`src/design/cwd_pkg.sv`:
```
// Shared types and constants for the credit window distributor.
// No dependencies; imported by every module of the block.
package cwd_pkg;

  localparam int MAX_LINKS = 16;
  localparam int LINK_W    = 4;                        // link_index field width
  localparam int CNT_W     = $clog2(MAX_LINKS + 1);    // link count incl. MAX_LINKS
  localparam int CRED_W    = 16;                       // window, residual, capacity
  localparam int REM_CRED_W = 24;
  localparam int TOT_W     = REM_CRED_W + 1;           // local + remote credit
  localparam int DIV_W     = CRED_W + 1;               // local + remote links
  localparam int STEP_W    = $clog2(TOT_W + 1);

  localparam logic [CRED_W-1:0] CAP_RESET = CRED_W'(250);
  localparam logic [CRED_W-1:0] CRED_MAX  = {CRED_W{1'b1}};

  // Work handed from the front (target computation) to the back (link walk)
  typedef struct packed {
    logic [CRED_W-1:0] target;
    logic [CNT_W-1:0]  nlinks;
  } cwd_job_t;

endpackage

```
`src/design/credit_window_distributor_top.sv`:
```
// Top level of the credit window distributor: capacity register, front end,
// job queue and back end. Depends on cwd_pkg, cwd_front, cwd_queue, cwd_back.
//
//  channel | handshake             | payload
//  --------+-----------------------+------------------------------------------
//  in      | in_valid / in_stall   | has_direct_destination, local_credit,
//          |                       | remote_credit, local_inlinks,
//          |                       | remote_links
//  out     | out_valid / out_stall | link_index, new_window, issued_credit, last
//  cfg     | cfg_valid / cfg_ready | cfg_data (link_capacity)
//
// An event with a direct destination goes from its beat to the F_PUSH state;
// otherwise the restoring divider runs first (one quotient bit a cycle).
// The back end then emits one result beat per active link per cycle unless
// out_stall holds it; the front may divide the next event meanwhile.
// Reset (rst, synchronous) clears all windows and residuals and sets capacity to 250.
// out_stall holds the result register and pauses the link walk; in_stall is high
// whenever the front is busy. cfg_ready is always high.
module credit_window_distributor_top
  import cwd_pkg::*;
(
  input  logic                  clk,
  input  logic                  rst,
  input  logic                  in_valid,
  output logic                  in_stall,
  input  logic                  has_direct_destination,
  input  logic [CRED_W-1:0]     local_credit,
  input  logic [REM_CRED_W-1:0] remote_credit,
  input  logic [CNT_W-1:0]      local_inlinks,
  input  logic [CRED_W-1:0]     remote_links,
  output logic                  out_valid,
  input  logic                  out_stall,
  output logic [LINK_W-1:0]     link_index,
  output logic [CRED_W-1:0]     new_window,
  output logic [CRED_W-1:0]     issued_credit,
  output logic                  last,
  input  logic                  cfg_valid,
  output logic                  cfg_ready,
  input  logic [CRED_W-1:0]     cfg_data
);

  logic [CRED_W-1:0] capacity;
  logic              q_push, q_full, q_pop, q_nonempty;
  cwd_job_t          q_in, q_out;

  // Capacity register: take every cfg beat
  assign cfg_ready = 1'b1;

  always_ff @(posedge clk) begin
    if (rst) begin
      capacity <= CAP_RESET;
    end else if (cfg_valid && cfg_ready) begin
      capacity <= cfg_data;
    end
  end

  // Front: drop empty events, form the target credit
  cwd_front u_front (
    .clk                    (clk),
    .rst                    (rst),
    .in_valid               (in_valid),
    .in_stall               (in_stall),
    .has_direct_destination (has_direct_destination),
    .local_credit           (local_credit),
    .remote_credit          (remote_credit),
    .local_inlinks          (local_inlinks),
    .remote_links           (remote_links),
    .capacity               (capacity),
    .push                   (q_push),
    .push_data              (q_in),
    .full                   (q_full)
  );

  // Decouple target computation from the link walk
  cwd_queue u_queue (
    .clk       (clk),
    .rst       (rst),
    .push      (q_push),
    .push_data (q_in),
    .full      (q_full),
    .pop       (q_pop),
    .pop_data  (q_out),
    .nonempty  (q_nonempty)
  );

  // Back: advance over active links, update tables, emit beats
  cwd_back u_back (
    .clk           (clk),
    .rst           (rst),
    .capacity      (capacity),
    .q_nonempty    (q_nonempty),
    .q_data        (q_out),
    .pop           (q_pop),
    .out_valid     (out_valid),
    .out_stall     (out_stall),
    .link_index    (link_index),
    .new_window    (new_window),
    .issued_credit (issued_credit),
    .last          (last)
  );

endmodule

```
`src/design/cwd_front.sv`:
```
// Front end: accepts flow-change beats, drops empty ones and forms the target.
// Uses cwd_pkg; contains a one-bit-per-cycle restoring divider.
module cwd_front
  import cwd_pkg::*;
(
  input  logic                  clk,
  input  logic                  rst,
  input  logic                  in_valid,
  output logic                  in_stall,
  input  logic                  has_direct_destination,
  input  logic [CRED_W-1:0]     local_credit,
  input  logic [REM_CRED_W-1:0] remote_credit,
  input  logic [CNT_W-1:0]      local_inlinks,
  input  logic [CRED_W-1:0]     remote_links,
  input  logic [CRED_W-1:0]     capacity,
  output logic                  push,
  output cwd_job_t              push_data,
  input  logic                  full
);

  typedef enum logic [1:0] {F_IDLE, F_DIV, F_PUSH} fstate_t;

  fstate_t           state;
  logic [TOT_W-1:0]  dq;        // dividend shifting out, quotient shifting in
  logic [DIV_W-1:0]  rem;
  logic [DIV_W-1:0]  divisor;
  logic [STEP_W-1:0] step;
  logic              total_zero;
  cwd_job_t          job;

  logic [CNT_W-1:0]  n_clamped;
  logic [TOT_W-1:0]  total;
  logic [DIV_W:0]    trial;
  logic              take;
  logic              accept;

  assign accept    = in_valid && !in_stall;
  assign in_stall  = (state != F_IDLE);
  assign n_clamped = (local_inlinks > CNT_W'(MAX_LINKS)) ? CNT_W'(MAX_LINKS) : local_inlinks;
  assign total     = TOT_W'(local_credit) + TOT_W'(remote_credit);
  assign trial     = {rem, dq[TOT_W-1]};
  assign take      = (trial >= {1'b0, divisor});

  assign push      = (state == F_PUSH) && !full;
  assign push_data = job;

  always_ff @(posedge clk) begin
    if (rst) begin
      state <= F_IDLE;
    end else begin
      case (state)
        F_IDLE: begin
          if (accept && n_clamped != '0) begin
            job.nlinks <= n_clamped;
            if (has_direct_destination) begin
              job.target <= capacity;
              state      <= F_PUSH;
            end else begin
              dq         <= total;
              rem        <= '0;
              divisor    <= DIV_W'(n_clamped) + DIV_W'(remote_links);
              step       <= STEP_W'(TOT_W);
              total_zero <= (total == '0);
              state      <= F_DIV;
            end
          end
        end
        F_DIV: begin
          if (step != '0) begin
            rem  <= take ? DIV_W'(trial - {1'b0, divisor}) : trial[DIV_W-1:0];
            dq   <= {dq[TOT_W-2:0], take};
            step <= step - 1'b1;
          end else begin
            // zero total gives zero; else floor the quotient at 1 and saturate it to the credit width
            if (total_zero) begin
              job.target <= '0;
            end else if (dq == '0) begin
              job.target <= CRED_W'(1);
            end else if (dq[TOT_W-1:CRED_W] != '0) begin
              job.target <= CRED_MAX;
            end else begin
              job.target <= dq[CRED_W-1:0];
            end
            state <= F_PUSH;
          end
        end
        F_PUSH: begin
          if (!full) begin
            state <= F_IDLE;
          end
        end
        default: state <= F_IDLE;
      endcase
    end
  end

endmodule

```
`src/design/cwd_queue.sv`:
```
// Two-entry job queue between front and back.
// Uses cwd_pkg for the job type.
module cwd_queue
  import cwd_pkg::*;
(
  input  logic     clk,
  input  logic     rst,
  input  logic     push,
  input  cwd_job_t push_data,
  output logic     full,
  input  logic     pop,
  output cwd_job_t pop_data,
  output logic     nonempty
);

  cwd_job_t   mem [2];
  logic       wr_ptr;
  logic       rd_ptr;
  logic [1:0] count;

  assign full     = (count == 2'd2);
  assign nonempty = (count != 2'd0);
  assign pop_data = mem[rd_ptr];

  always_ff @(posedge clk) begin
    if (push) begin
      mem[wr_ptr] <= push_data;
    end
  end

  always_ff @(posedge clk) begin
    if (rst) begin
      wr_ptr <= 1'b0;
      rd_ptr <= 1'b0;
      count  <= 2'd0;
    end else begin
      if (push) wr_ptr <= ~wr_ptr;
      if (pop)  rd_ptr <= ~rd_ptr;
      count <= count + {1'b0, push} - {1'b0, pop};
    end
  end

  a_no_overflow: assert property (@(posedge clk) disable iff (rst) push |-> !full)
    else $error("queue pushed while full");
  a_no_underflow: assert property (@(posedge clk) disable iff (rst) pop |-> nonempty)
    else $error("queue popped while empty");
  a_count_range: assert property (@(posedge clk) disable iff (rst) count != 2'd3)
    else $error("queue count out of range");

endmodule

```
`src/design/cwd_back.sv`:
```
// Back end: walks the active links of one job, updates window and residual,
// and presents one result beat per link. Uses cwd_pkg.
module cwd_back
  import cwd_pkg::*;
(
  input  logic              clk,
  input  logic              rst,
  input  logic [CRED_W-1:0] capacity,
  input  logic              q_nonempty,
  input  cwd_job_t          q_data,
  output logic              pop,
  output logic              out_valid,
  input  logic              out_stall,
  output logic [LINK_W-1:0] link_index,
  output logic [CRED_W-1:0] new_window,
  output logic [CRED_W-1:0] issued_credit,
  output logic              last
);

  logic              busy;
  cwd_job_t          job;
  logic [LINK_W-1:0] idx;
  logic [CRED_W-1:0] window   [MAX_LINKS];
  logic [CRED_W-1:0] residual [MAX_LINKS];

  logic              advance;
  logic              last_link;
  logic [CRED_W-1:0] tgt, win, res, grow;
  logic [CRED_W-1:0] win_next, res_next, issued_next;
  logic [CRED_W:0]   res_sum;

  assign pop       = !busy && q_nonempty;
  assign advance   = busy && (!out_valid || !out_stall);
  assign last_link = ({1'b0, idx} == CNT_W'(job.nlinks - 1'b1));

  always_comb begin
    tgt         = (job.target > capacity) ? capacity : job.target;
    win         = window[idx];
    res         = residual[idx];
    grow        = tgt - win;
    res_sum     = {1'b0, res} + {1'b0, win - tgt};
    win_next    = tgt;
    res_next    = res;
    issued_next = '0;
    if (tgt > win) begin
      if (grow > res) begin
        issued_next = grow - res;
        res_next    = '0;
      end else begin
        res_next = res - grow;
      end
    end else if (tgt < win) begin
      res_next = res_sum[CRED_W] ? CRED_MAX : res_sum[CRED_W-1:0];
    end
  end

  always_ff @(posedge clk) begin
    if (rst) begin
      busy      <= 1'b0;
      out_valid <= 1'b0;
      for (int i = 0; i < MAX_LINKS; i++) begin
        window[i]   <= '0;
        residual[i] <= '0;
      end
    end else begin
      if (pop) begin
        job  <= q_data;
        idx  <= '0;
        busy <= 1'b1;
      end
      if (advance) begin
        window[idx]   <= win_next;
        residual[idx] <= res_next;
        link_index    <= idx;
        new_window    <= win_next;
        issued_credit <= issued_next;
        last          <= last_link;
        out_valid     <= 1'b1;
        idx           <= idx + 1'b1;
        if (last_link) busy <= 1'b0;
      end else if (out_valid && !out_stall) begin
        out_valid <= 1'b0;
      end
    end
  end

  a_idx_in_range: assert property (@(posedge clk) disable iff (rst)
      busy |-> ({1'b0, idx} < job.nlinks))
    else $error("link walk beyond active links");
  a_walk_continues: assert property (@(posedge clk) disable iff (rst)
      (out_valid && !out_stall && !last) |-> busy)
    else $error("walk ended before last beat");
  a_pop_when_free: assert property (@(posedge clk) disable iff (rst)
      pop |=> (busy && idx == '0))
    else $error("job pop did not start a walk");

endmodule
```
`config.mk`:
```
export PLATFORM = sky130hd
export DESIGN_NAME = credit_window_distributor_top
export DESIGN_NICKNAME = d
export VERILOG_FILES = /design/src/design/cwd_pkg.sv /design/src/design/credit_window_distributor_top.sv /design/src/design/cwd_front.sv /design/src/design/cwd_queue.sv /design/src/design/cwd_back.sv
export SDC_FILE = /design/constraint.sdc
export NUM_CORES = 1
export LEC_CHECK = 0
export BUFFER_PORTS_ARGS = -buffer_cell sky130_fd_sc_hd__buf_2
export CAP_MARGIN = 0
export CORE_MARGIN = 4
export CORE_UTILIZATION = 40
export DETAILED_ROUTE_END_ITERATION = 8
export PLACE_DENSITY = 0.64
export SYNTH_ARGS = -nofsm -noshare
export SYNTH_HDL_FRONTEND = slang
export SYNTH_SLANG_ARGS = --single-unit
```
`constraint.sdc`:
```
create_clock -name clk -period 11.1 [get_ports clk]
set_clock_uncertainty 0.15 [all_clocks]
set_input_delay 1.11 -clock clk [delete_from_list [all_inputs] [get_ports clk]]
set_output_delay 1.11 -clock clk [all_outputs]
set_load 0.01 [all_outputs]
```
* Yosys cells after proc, flatten, opt, wreduce, memory -nomap -nowiden
Memory sizes are Yosys's and may differ from the RTL's. A register that Yosys moved wholly into a read port is not among the register bits.
Index checks and enable logic that the tools add are counted.
Widths: inputs -> output; s select.
** Storage, ports and cells
- Register bits after elaboration :: 151
- Bits in writable memories :: 554
- Input bits :: 83
- Output and inout bits :: 40
- Logic and storage cells :: 142
- Memories :: 3
** Memory list
- u_back.residual :: depth 16, width 16, rd ports 1, clocked after memory_dff 1, write ports 16, line cwd_back.sv:24 : logic [CRED_W-1:0] residual [MAX_LINKS];
- u_back.window :: depth 16, width 16, rd ports 1, clocked after memory_dff 1, write ports 16, line cwd_back.sv:23 : logic [CRED_W-1:0] window [MAX_LINKS];
- u_queue.mem :: depth 2, width 21, rd ports 1, clocked after memory_dff 1, write ports 1, line cwd_queue.sv:16 : cwd_job_t mem [2];
** Operators by class
- Add/subtract/negate cells :: 13
- Order comparisons :: 6
- Equality and inequality tests :: 10
- Multiplexer cells :: 53
- Bitwise logic cells :: 4
- Reduce and logical (&&, ||, !) cells :: 34
** Operators with widths (number)
- $mux 16 :: 12
- $mux 25 :: 3
- $mux 17 :: 4
- $sub 16x16->16 :: 4
- $logic_not 25->1 :: 2
- $pmux 25 s2 :: 1
- $gt 16x16->1 :: 3
- $pmux 17 s2 :: 1
- $pmux 16 s2 :: 1
- $reduce_or 16->1 :: 2
- $add 16x24->25 :: 1
- $mux 4 :: 6
- $mux 21 :: 1
- $mux 5 :: 4
- $ge 18x17->1 :: 1
- $add 16x16->17 :: 1
- $add 5x16->17 :: 1
- $sub 17x17->17 :: 1
- $lt 16x16->1 :: 1
- $mux 1 :: 14
- $pmux 5 s2 :: 1
- $reduce_and 5->1 :: 2
- $reduce_bool 2->1 :: 5
- $reduce_bool 5->1 :: 2
- other kinds (21) :: 46

* Depth between registers and ports, before layout
Gate-level depths: netlist of run 1.
- Depth after elaboration :: 8
- Depth in mapped cells :: 35
- Mapped depth without buffers :: 31

* By module
Synthesis of run 1 repeated with hierarchy kept, for this count alone.
** Second synthesis, totals
- Cells, all modules :: 2900
- Area total of the unflattened synthesis :: 36951.7 µm²
** Modules (own cells, without submodules)
- cwd_back :: instances 1, cells each 2156, area an instance 28678.8 µm², sequential area each 17356.6 µm²
- cwd_front :: instances 1, cells each 604, area an instance 5846.9 µm², sequential area each 2622.5 µm²
- cwd_queue :: instances 1, cells each 86, area an instance 1814.2 µm², sequential area each 1361.3 µm²
- credit_window_distributor_top :: instances 1, cells each 54, area an instance 611.8 µm², sequential area each 320.3 µm²

* Worst setup path before layout of run 1
No wires, ideal clock.
- Path kind :: register to register
- Start point :: register (tool-made name)
- End point :: memory u_back.residual[0][10], data pin
- Library setup time :: 0.267 ns
- Arrival time :: 7.513 ns
- Data required time :: 10.683 ns
- Slack :: 3.170 ns
- Stages on the path, launching flop included :: 32
- Path buffers :: 7
- Clock period less this slack :: 7.930 ns
- Cell sequence :: dfxtp_1 > buf_4 > buf_2 > buf_1 > clkbuf_1 > buf_1 > mux4_2 > mux4_2 > inv_1 > ha_1 > inv_1 > fa_1 > a21oi_1 > o21bai_1 > a21o_1 > a21o_1 > a21o_1 > a21oi_1 > xnor2_1 > ha_1 > a21o_1 > a21oi_1 > o22ai_1 > a31oi_1 > nand2b_1 > o311a_1 > nor3b_2 > buf_2 > a21oi_1 > a31oi_2 > buf_2 > nor2_1
** RTL lines (line)
- end: declaration :: cwd_back.sv:24

==> results of run 1 <==
==> cell families after synthesis <==
group / count (synthesis)
flip-flops: 730
adder cells (fa/ha/maj): 146
other: 1
AO/OA/AOI/OAI: 361
AND/OR/NAND/NOR: 991
XOR/XNOR: 118
buffers and inverters: 323
multiplexers: 211
==> layout by cell type (no fill, tap or decap), drive strengths merged, types with 14 or more instances in the layout <==
master	n
ha	139
a21oi	130
dfxtp	28
nor2	667
nand4	20
xor2	46
mux2	24
mux2i	27
mux4	160
nor2b	23
o21ai	72
buf	193
o21bai	18
bufinv	14
nor3	41
a21o	38
a31oi	24
edfxtp	702
nand3	19
nand2	151
clkbuf	99
inv	154
nand2b	16
xnor2	72
clkinv	27
==> worst register-to-register path, delay by kind of cell (launching register included) <==
kind	cells	cell delay, ns
muxes	1	0.19
xor gates and xnor gates	1	0.18
DFF	1	0.40
AOI/OAI and AO/OA	14	3.31
and+or+nand+nor	7	2.12
adders and majority gates	4	1.17
buffers and inverters	5	0.72
==> final cells by class <==
cell class / count / area (µm²) / share of cell area (%)
diodes: 2 / 5.00 / 0.0121
clock buffers: 99 / 2140 / 5.16
clock inverters: 47 / 603 / 1.46
inverters: 151 / 567 / 1.37
multi-input cells: 1828 / 13900 / 33.4
flip-flops and latches: 730 / 21700 / 52.3
well taps: 1176 / 1470 / 3.55
repair buffers: 193 / 1150 / 2.77
==> flip-flops by register name (all words and copies together) (netlist names), 5 cells and up, named ones only <==
signal                count
u_queue.mem              42
u_front.dq               25
u_back.job               21
u_front.step              5
u_front.divisor          17
u_back.issued_credit     16
u_back.residual         256
u_front.rem              17
capacity                 16
u_front.push_data        21
u_back.window           256
u_back.new_window        16
==> worst min path at each step <==
stage	endpoint	depth (start not counted)	slack (ns)
global route	u_queue.mem[0][9]	0	0.30
finish	u_queue.mem[0][14]	0	0.29
global placement	u_queue.mem[0][14]	0	0.27
detailed placement	u_queue.mem[1][13]	0	0.28
floorplan	u_queue.mem[0][0]	0	0.27
CTS	u_queue.mem[0][14]	0	0.29
==> layer usage <==
metal / global-route usage [%] / vias up / part of all wire [%]
li1: - / 10700 / -
met1: 27.1 / 11800 / 41
met2: 33.2 / 1035 / 48
met3: 4.04 / 155 / 9.2
met4: 4.95 / 4 / 2.2
met5: 0 / - / 0.036
==> metrics by stage <==
| step | worst slack, ns | instances |
|---|---|---|
| final | 2.59 | 4226 |
| after global routing | 2.00 | 4224 |
| after CTS | 2.69 | 4224 |
| after detailed placement | 2.70 | 4078 |
| after global placement | 2.76 | 4078 |
| after floorplan | 3.17 | 2881 |
==> results.cfg, run 1 <==
[outcome]
outcome = finished, final reports clean

[clock_network]
post_cts.repair.setup_buffers = 0
cts_inserted_buffers = 79
htreeDepth = 3
clockRootBuffer = clkbuf_16
clk_path_buf_depth = 3
path_clk_slew_ns = 0.06
ctsResizeCount = 0
cts_tree = done
hold_buffers = 0
clock-sinks = 730
insertion_delay_ns = 0.63

[worst_setup_path]
start_kind = register
max_stage_delay_ns = 0.95
reg2reg_slack_ns = 2.59
cp_top_family = compound AO/OA/AOI/OAI gates
crit_type = reg2reg
cp-endpoint = u_back.residual[5][2]
r2r-start = capacity[14]
critical_path_arrival_ns = 8.70
worst_ep_required_time_ns = 11.29
rr_worst_depth = 32
reg2reg_to = u_back.residual[5][2]
endpoint_kind = register
critPathMaxFanout = 18
startpoint = capacity[14]
crit_slowest_cell = nor3b_2
path_buf_inv = 5
path_depth = 32

[grt]
grt_max_degree = 55
antenna_found_initial = 4
grt_use_total_pct = 20.0
grt_overflow = 0
grt_pass1_vias = 23700
grt_pass1_wl_um = 145000

[sta]
report.final.slew_viol_count = 0
setup-violations-final = 0
min_period_over_period_pct = 76.7
finalCriticalPeriod_ns = 8.51
tns_ns = 0
timing.hold.ws_ns = 0.294
relSlewSlack_pct = 19.4
fmax_mhz = 117
hold_viol = 0
worst_slew_pin_slew_ns = 1.20
rsz0062_at_grt = no

[job]
cap_violations = 0

[layout]
fin_nets = 3212
fillers = 8005
drive_above_1_share_pct = 20.3
fin_util_pct = 45.8
area_growth_pct = 13.2
final_design_area_no_fill_um2 = 41400

[route]
vias = 23600
firstDrtPassIters = 5
drtIter0Drc = 2532
drt_wl_total_um = 95700
wl_per_cell_um = 22.6
routed_via_density = 5.59
route.detailed.drc = 0
drtAntennaViolNets = 0

[yosys]
synth_most_common_cell = edfxtp_1
ys.warnings.count = 0
ys.flop_type = edfxtp_1
ys_ff_latch = 730
yosys.area_share.simple_pct = 11.5
synth_area_leaders = edfxtp_1, mux4_2, nor2_1
yosysTopAreaCellShare_pct = 57.6
synth_compound_area_share_pct = 6.56
synth_edf_count = 702
synth_top_family_by_area = simple AND/OR/NAND/NOR gates
async_flop_share_pct = 0
synth_mux_area_share_pct = 11.3
syn_inst = 2881
syn_nets = 3110
yosys-top-cells-count = edfxtp_1, nor2_1, mux4_2
synthXorXnorAreaFrac_pct = 2.82
yosys.area_share.adder_pct = 5.14
ys_seq_area_share_pct = 59.1
syn_area_per_cell_um2 = 12.7
ys_types = 75
synth_area_um2 = 36600
yosysTopAreaCell = edfxtp_1

[placement]
place_area_um2 = 38700
dp_hpwl_um = 58400
finalWeightedCongestion = 0.881
port_buffers = 121

[min_path]
hp-start = u_front.push_data[14]
worstHoldPathType = reg2reg

[die]
die_x_um = 310
ioPinCount = 123
core_um2 = 90400
die_h_um = 310
rows = 110
die-area_um2 = 96400
initial_core_util_pct = 40.5
Power of run 1 is left out: the tool's default activity adds up to more than one toggle a clock period on the data nets, which glitch-free logic cannot reach.
==> inputs of run 2 (changes only) <==
PLACE_DENSITY = 0.67   (was 0.64)
clock period = 6.9 ns   (was 11.1 ns; I/O delays follow)
==> run 2 against run 1 <==
Final area grew 2.2%. Setup slack got worse by 2.4 ns. Flip-flop and latch count stayed put. Critical path depth shrank 2. Core utilization is 1.0 points higher. Via count is 3.2% higher.
==> results.cfg, run 2 (synthesis results as in run 1) <==
[die]
die_x_um = 310
ioPinCount = 123
rows = 110
die-area_um2 = 96400
core_um2 = 90400
die_h_um = 310
initial_core_util_pct = 40.5

[placement]
place_area_um2 = 39400
finalWeightedCongestion = 0.966
port_buffers = 121
dp_hpwl_um = 63100

[route]
routed_via_density = 5.66
drtIter0Drc = 2819
vias = 24400
firstDrtPassIters = 7
route.detailed.drc = 0
drt_wl_total_um = 101000
drtAntennaViolNets = 0
wl_per_cell_um = 23.4

[clock_network]
path_clk_slew_ns = 0.06
hold_buffers = 0
cts_inserted_buffers = 75
insertion_delay_ns = 0.63
clock-sinks = 730
clk_path_buf_depth = 3
clockRootBuffer = clkbuf_16
cts_tree = done
htreeDepth = 3

[worst_setup_path]
critPathMaxFanout = 11
max_stage_delay_ns = 0.44
endpoint_kind = register
critical_path_arrival_ns = 6.95
start_kind = register
crit_slowest_cell = edfxtp_1
worst_ep_required_time_ns = 7.10
crit_type = reg2reg
rr_worst_depth = 30

[outcome]
outcome = finished, final reports clean

[min_path]
holdPathStages = 3
worstHoldPathType = in2reg

[job]
cap_violations = 0

[layout]
mostFrequentLayoutCell = edfxtp_1
reg.largest.list = u_back.residual: 256 flops, u_back.window: 256 flops, u_queue.mem: 42 flops
fin_nets = 3300
area_growth_pct = 15.8
diodes = 0
fillers = 7804
fin_util_pct = 46.8
layout_common_cells = edfxtp_1, nor2_1, mux4_2
drive_above_1_share_pct = 23.3
final_design_area_no_fill_um2 = 42400

[grt]
grt_max_degree = 48
grt_overflow = 0
antenna_found_initial = 0
grt_use_total_pct = 20.7
grt_pass1_vias = 24100
grt_pass1_wl_um = 148000

[sta]
setup-violations-final = 0
fmax_mhz = 148
min_period_over_period_pct = 97.7
relSlewSlack_pct = 15.0
report.final.slew_viol_count = 0
hold_viol = 0
finalCriticalPeriod_ns = 6.74
worst_slew_pin_slew_ns = 1.27
-- run 2: stage by stage --
stage          hold slack (ns)   TNS, ns  cells  worst slack [ns]
2_1_floorplan            0.271         0   2881           0.00530
3_3_place_gp             0.273         0   4144            0.0764
3_5_place_dp             0.280  -0.00227   4144          -0.00227
4_1_cts                  0.174         0   4279            0.0352
5_1_grt                  0.202     -2.18   4305           -0.0614
6_report                 0.200         0   4305             0.158
-- run 2: area by class of cell --
type	instances	area (µm²)	area share, %
tap	1176	1470	3.47
timing repair buffer	285	2170	5.13
clock inverter	41	382	0.901
multi-input combinational	1828	14100	33.3
clock buffer	94	2000	4.72
inverter	151	567	1.34
sequential	730	21700	51.1
-- run 2: worst paths after layout --
kind                              to  slack (ns)             startpoint
max          u_back.residual[14][11]        0.16         u_back.job[18]
min                     capacity[10]        0.20           cfg_data[10]
max reg2reg  u_back.residual[14][11]        0.16         u_back.job[18]
min reg2reg       u_queue.mem[0][16]        0.29  u_front.push_data[16]
-- run 2: timing repair --
action,in CTS,in global routing
endpoints found under the hold margin,0,0
setup endpoints to repair,195,272
resized for setup,5,54
pin swaps,0,32
gates cloned,0,2
setup buffers,0,24
-- run 2: worst max-delay path: cells and delay by family (launching register included) --
family	cells	cell delay [ns]
multiplexers	1	0.36
flip-flops	1	0.44
AO/OA/AOI/OAI	11	2.29
AND/OR/NAND/NOR	6	0.91
XOR/XNOR	1	0.11
adder cells (fa/ha/maj)	3	0.84
buffers and inverters	8	1.35
-- run 2: per-layer routing --
| metal | part of all wire [%] | GRT usage, % | vias to the layer above |
|---|---|---|---|
| li1 | - | - | 10800 |
| met1 | 40 | 28.4 | 12100 |
| met2 | 47 | 33.3 | 1212 |
| met3 | 10 | 4.87 | 185 |
| met4 | 2.7 | 5.76 | 0 |
| met5 | 0 | 0 | - |
Power of run 2 is left out for the same reason.
==> inputs of run 3 (changes only) <==
GPL_TIMING_DRIVEN = 0   (was not set)
PLACE_DENSITY = not set   (was 0.67)
==> run 3 against run 2 <==
The run now ends with setup timing left. Via count grew 0.37%. Setup slack lost 0.27 ns. Hold slack lost 0.067 ns. Sequential share of layout area shrank 2.4 points. Wire length grew 2.3%. Critical path type unchanged. Largest cell class unchanged.
==> results.cfg, run 3 (synthesis results as in run 1) <==
[outcome]
outcome = complete, but fails checks
violations = setup timing

[clock_network]
clock-sinks = 730
cts_inserted_buffers = 82
insertion_delay_ns = 0.65
htreeDepth = 3
hold_buffers = 0
clk_path_buf_depth = 3
cts_tree = done
path_clk_slew_ns = 0.06
clockRootBuffer = clkbuf_16

[worst_setup_path]
crit_slowest_cell = edfxtp_1
critical_path.most_common_cell = a21o_1
crit_type = reg2reg
start_kind = register
max_stage_delay_ns = 0.48
critPathMaxFanout = 10
endpoint_kind = register
worst_ep_required_time_ns = 7.11
critical_path_arrival_ns = 7.23

[grt]
grt_use_total_pct = 21.2
grt_pass1_wl_um = 152000
grt_max_degree = 35
grt_pass1_vias = 24300
antenna_found_initial = 9
grt_overflow = 0

[route]
wl_per_cell_um = 23.2
firstDrtPassIters = 6
route.detailed.drc = 0
drtIter0Drc = 2523
drt_wl_total_um = 103000
drtAntennaViolNets = 0
vias = 24500
routed_via_density = 5.49

[sta]
setup-violations-final = 237
rsz0062_at_grt = yes
fmax_mhz = 143
finalCriticalPeriod_ns = 7.02
hold_viol = 0
report.final.slew_viol_count = 0
worst_slew_pin_slew_ns = 1.22
setup_ws_ns = -0.117
min_period_over_period_pct = 102
relSlewSlack_pct = 18.6

[layout]
reg.largest.list = u_back.residual: 256 flops, u_back.window: 256 flops, u_queue.mem: 42 flops
fin_util_pct = 49.2
fin_nets = 3436
area_growth_pct = 21.5
mostFrequentLayoutCell = edfxtp_1
multi_input_area_um2 = 14500
drive_above_1_share_pct = 25.3
regArea_um2 = 21700
layout_common_cells = edfxtp_1, nor2_1, mux4_2
fillers = 7841

[die]
core_um2 = 90400
die_h_um = 310
die-area_um2 = 96400
ioPinCount = 123
rows = 110
initial_core_util_pct = 40.5
die_x_um = 310

[placement]
finalWeightedCongestion = 0.882
dp_hpwl_um = 70000
port_buffers = 119

[job]
cap_violations = 0

[min_path]
worstHoldPathType = in2reg
==> run 3: routing by layer <==
metal  up-vias  GRT usage (%)  wire [µm]
met4         6           5.22       2520
met1     12100           28.9      42200
met5         -              0         34
li1      11100              -          -
met2      1035           35.0      49000
met3       164           4.64       9460
==> run 3: final cells by class <==
cell class                 instances  share of cell area [%]
antenna                            2                  0.0113
buffer                           147                    2.25
clock buffer                     101                    5.01
clock inverter                    53                    1.43
inverter                         151                    1.28
multi-input combinational       1829                    32.6
sequential                       730                    48.7
tap                             1176                    3.31
timing repair buffer             266                    5.36
==> run 3: what timing repair did <==
action	CTS	global route
gates cloned	8	8
resized for setup	205	100
pin swaps	25	29
endpoints found under the setup margin	272	272
endpoints found under the hold margin	0	0
setup buffers	71	36
==> run 3: worst paths after layout <==
check | startpoint | end | slack, ns | cells after the start
worst min register to register | u_front.push_data[6] | u_queue.mem[1][6] | 0.29 | 0
worst max register to register | u_back.job[20] | u_back.residual[4][14] | -0.12 | 33
worst min-delay path | cfg_data[4] | capacity[4] | 0.13 | 3
worst max-delay path | u_back.job[20] | u_back.residual[4][14] | -0.12 | 33
==> run 3: worst max-delay path: cells and delay by family (launching register included) <==
| kind | cells | cell delay, ns |
|---|---|---|
| simple gates | 6 | 0.61 |
| xor+xnor | 1 | 0.16 |
| flops | 1 | 0.48 |
| buf+inv | 8 | 1.59 |
| compound gates | 15 | 2.79 |
| fa+ha+maj | 3 | 0.90 |
==> run 3: stage by stage <==
stage	setup slack (ns)	hold slack [ns]	TNS [ns]	std cells	area, µm²
2_1_floorplan	0.00530	0.271	0	2881	36700
3_3_place_gp	-2.30	0.272	-579.87	4176	38700
3_5_place_dp	-2.38	0.282	-587.55	4201	39300
4_1_cts	-0.0440	0.0959	-1.95	4414	43600
5_1_grt	-0.376	0.120	-83.72	4453	44400
6_report	-0.117	0.133	-14.05	4455	44500
Power of run 3 is left out for the same reason.
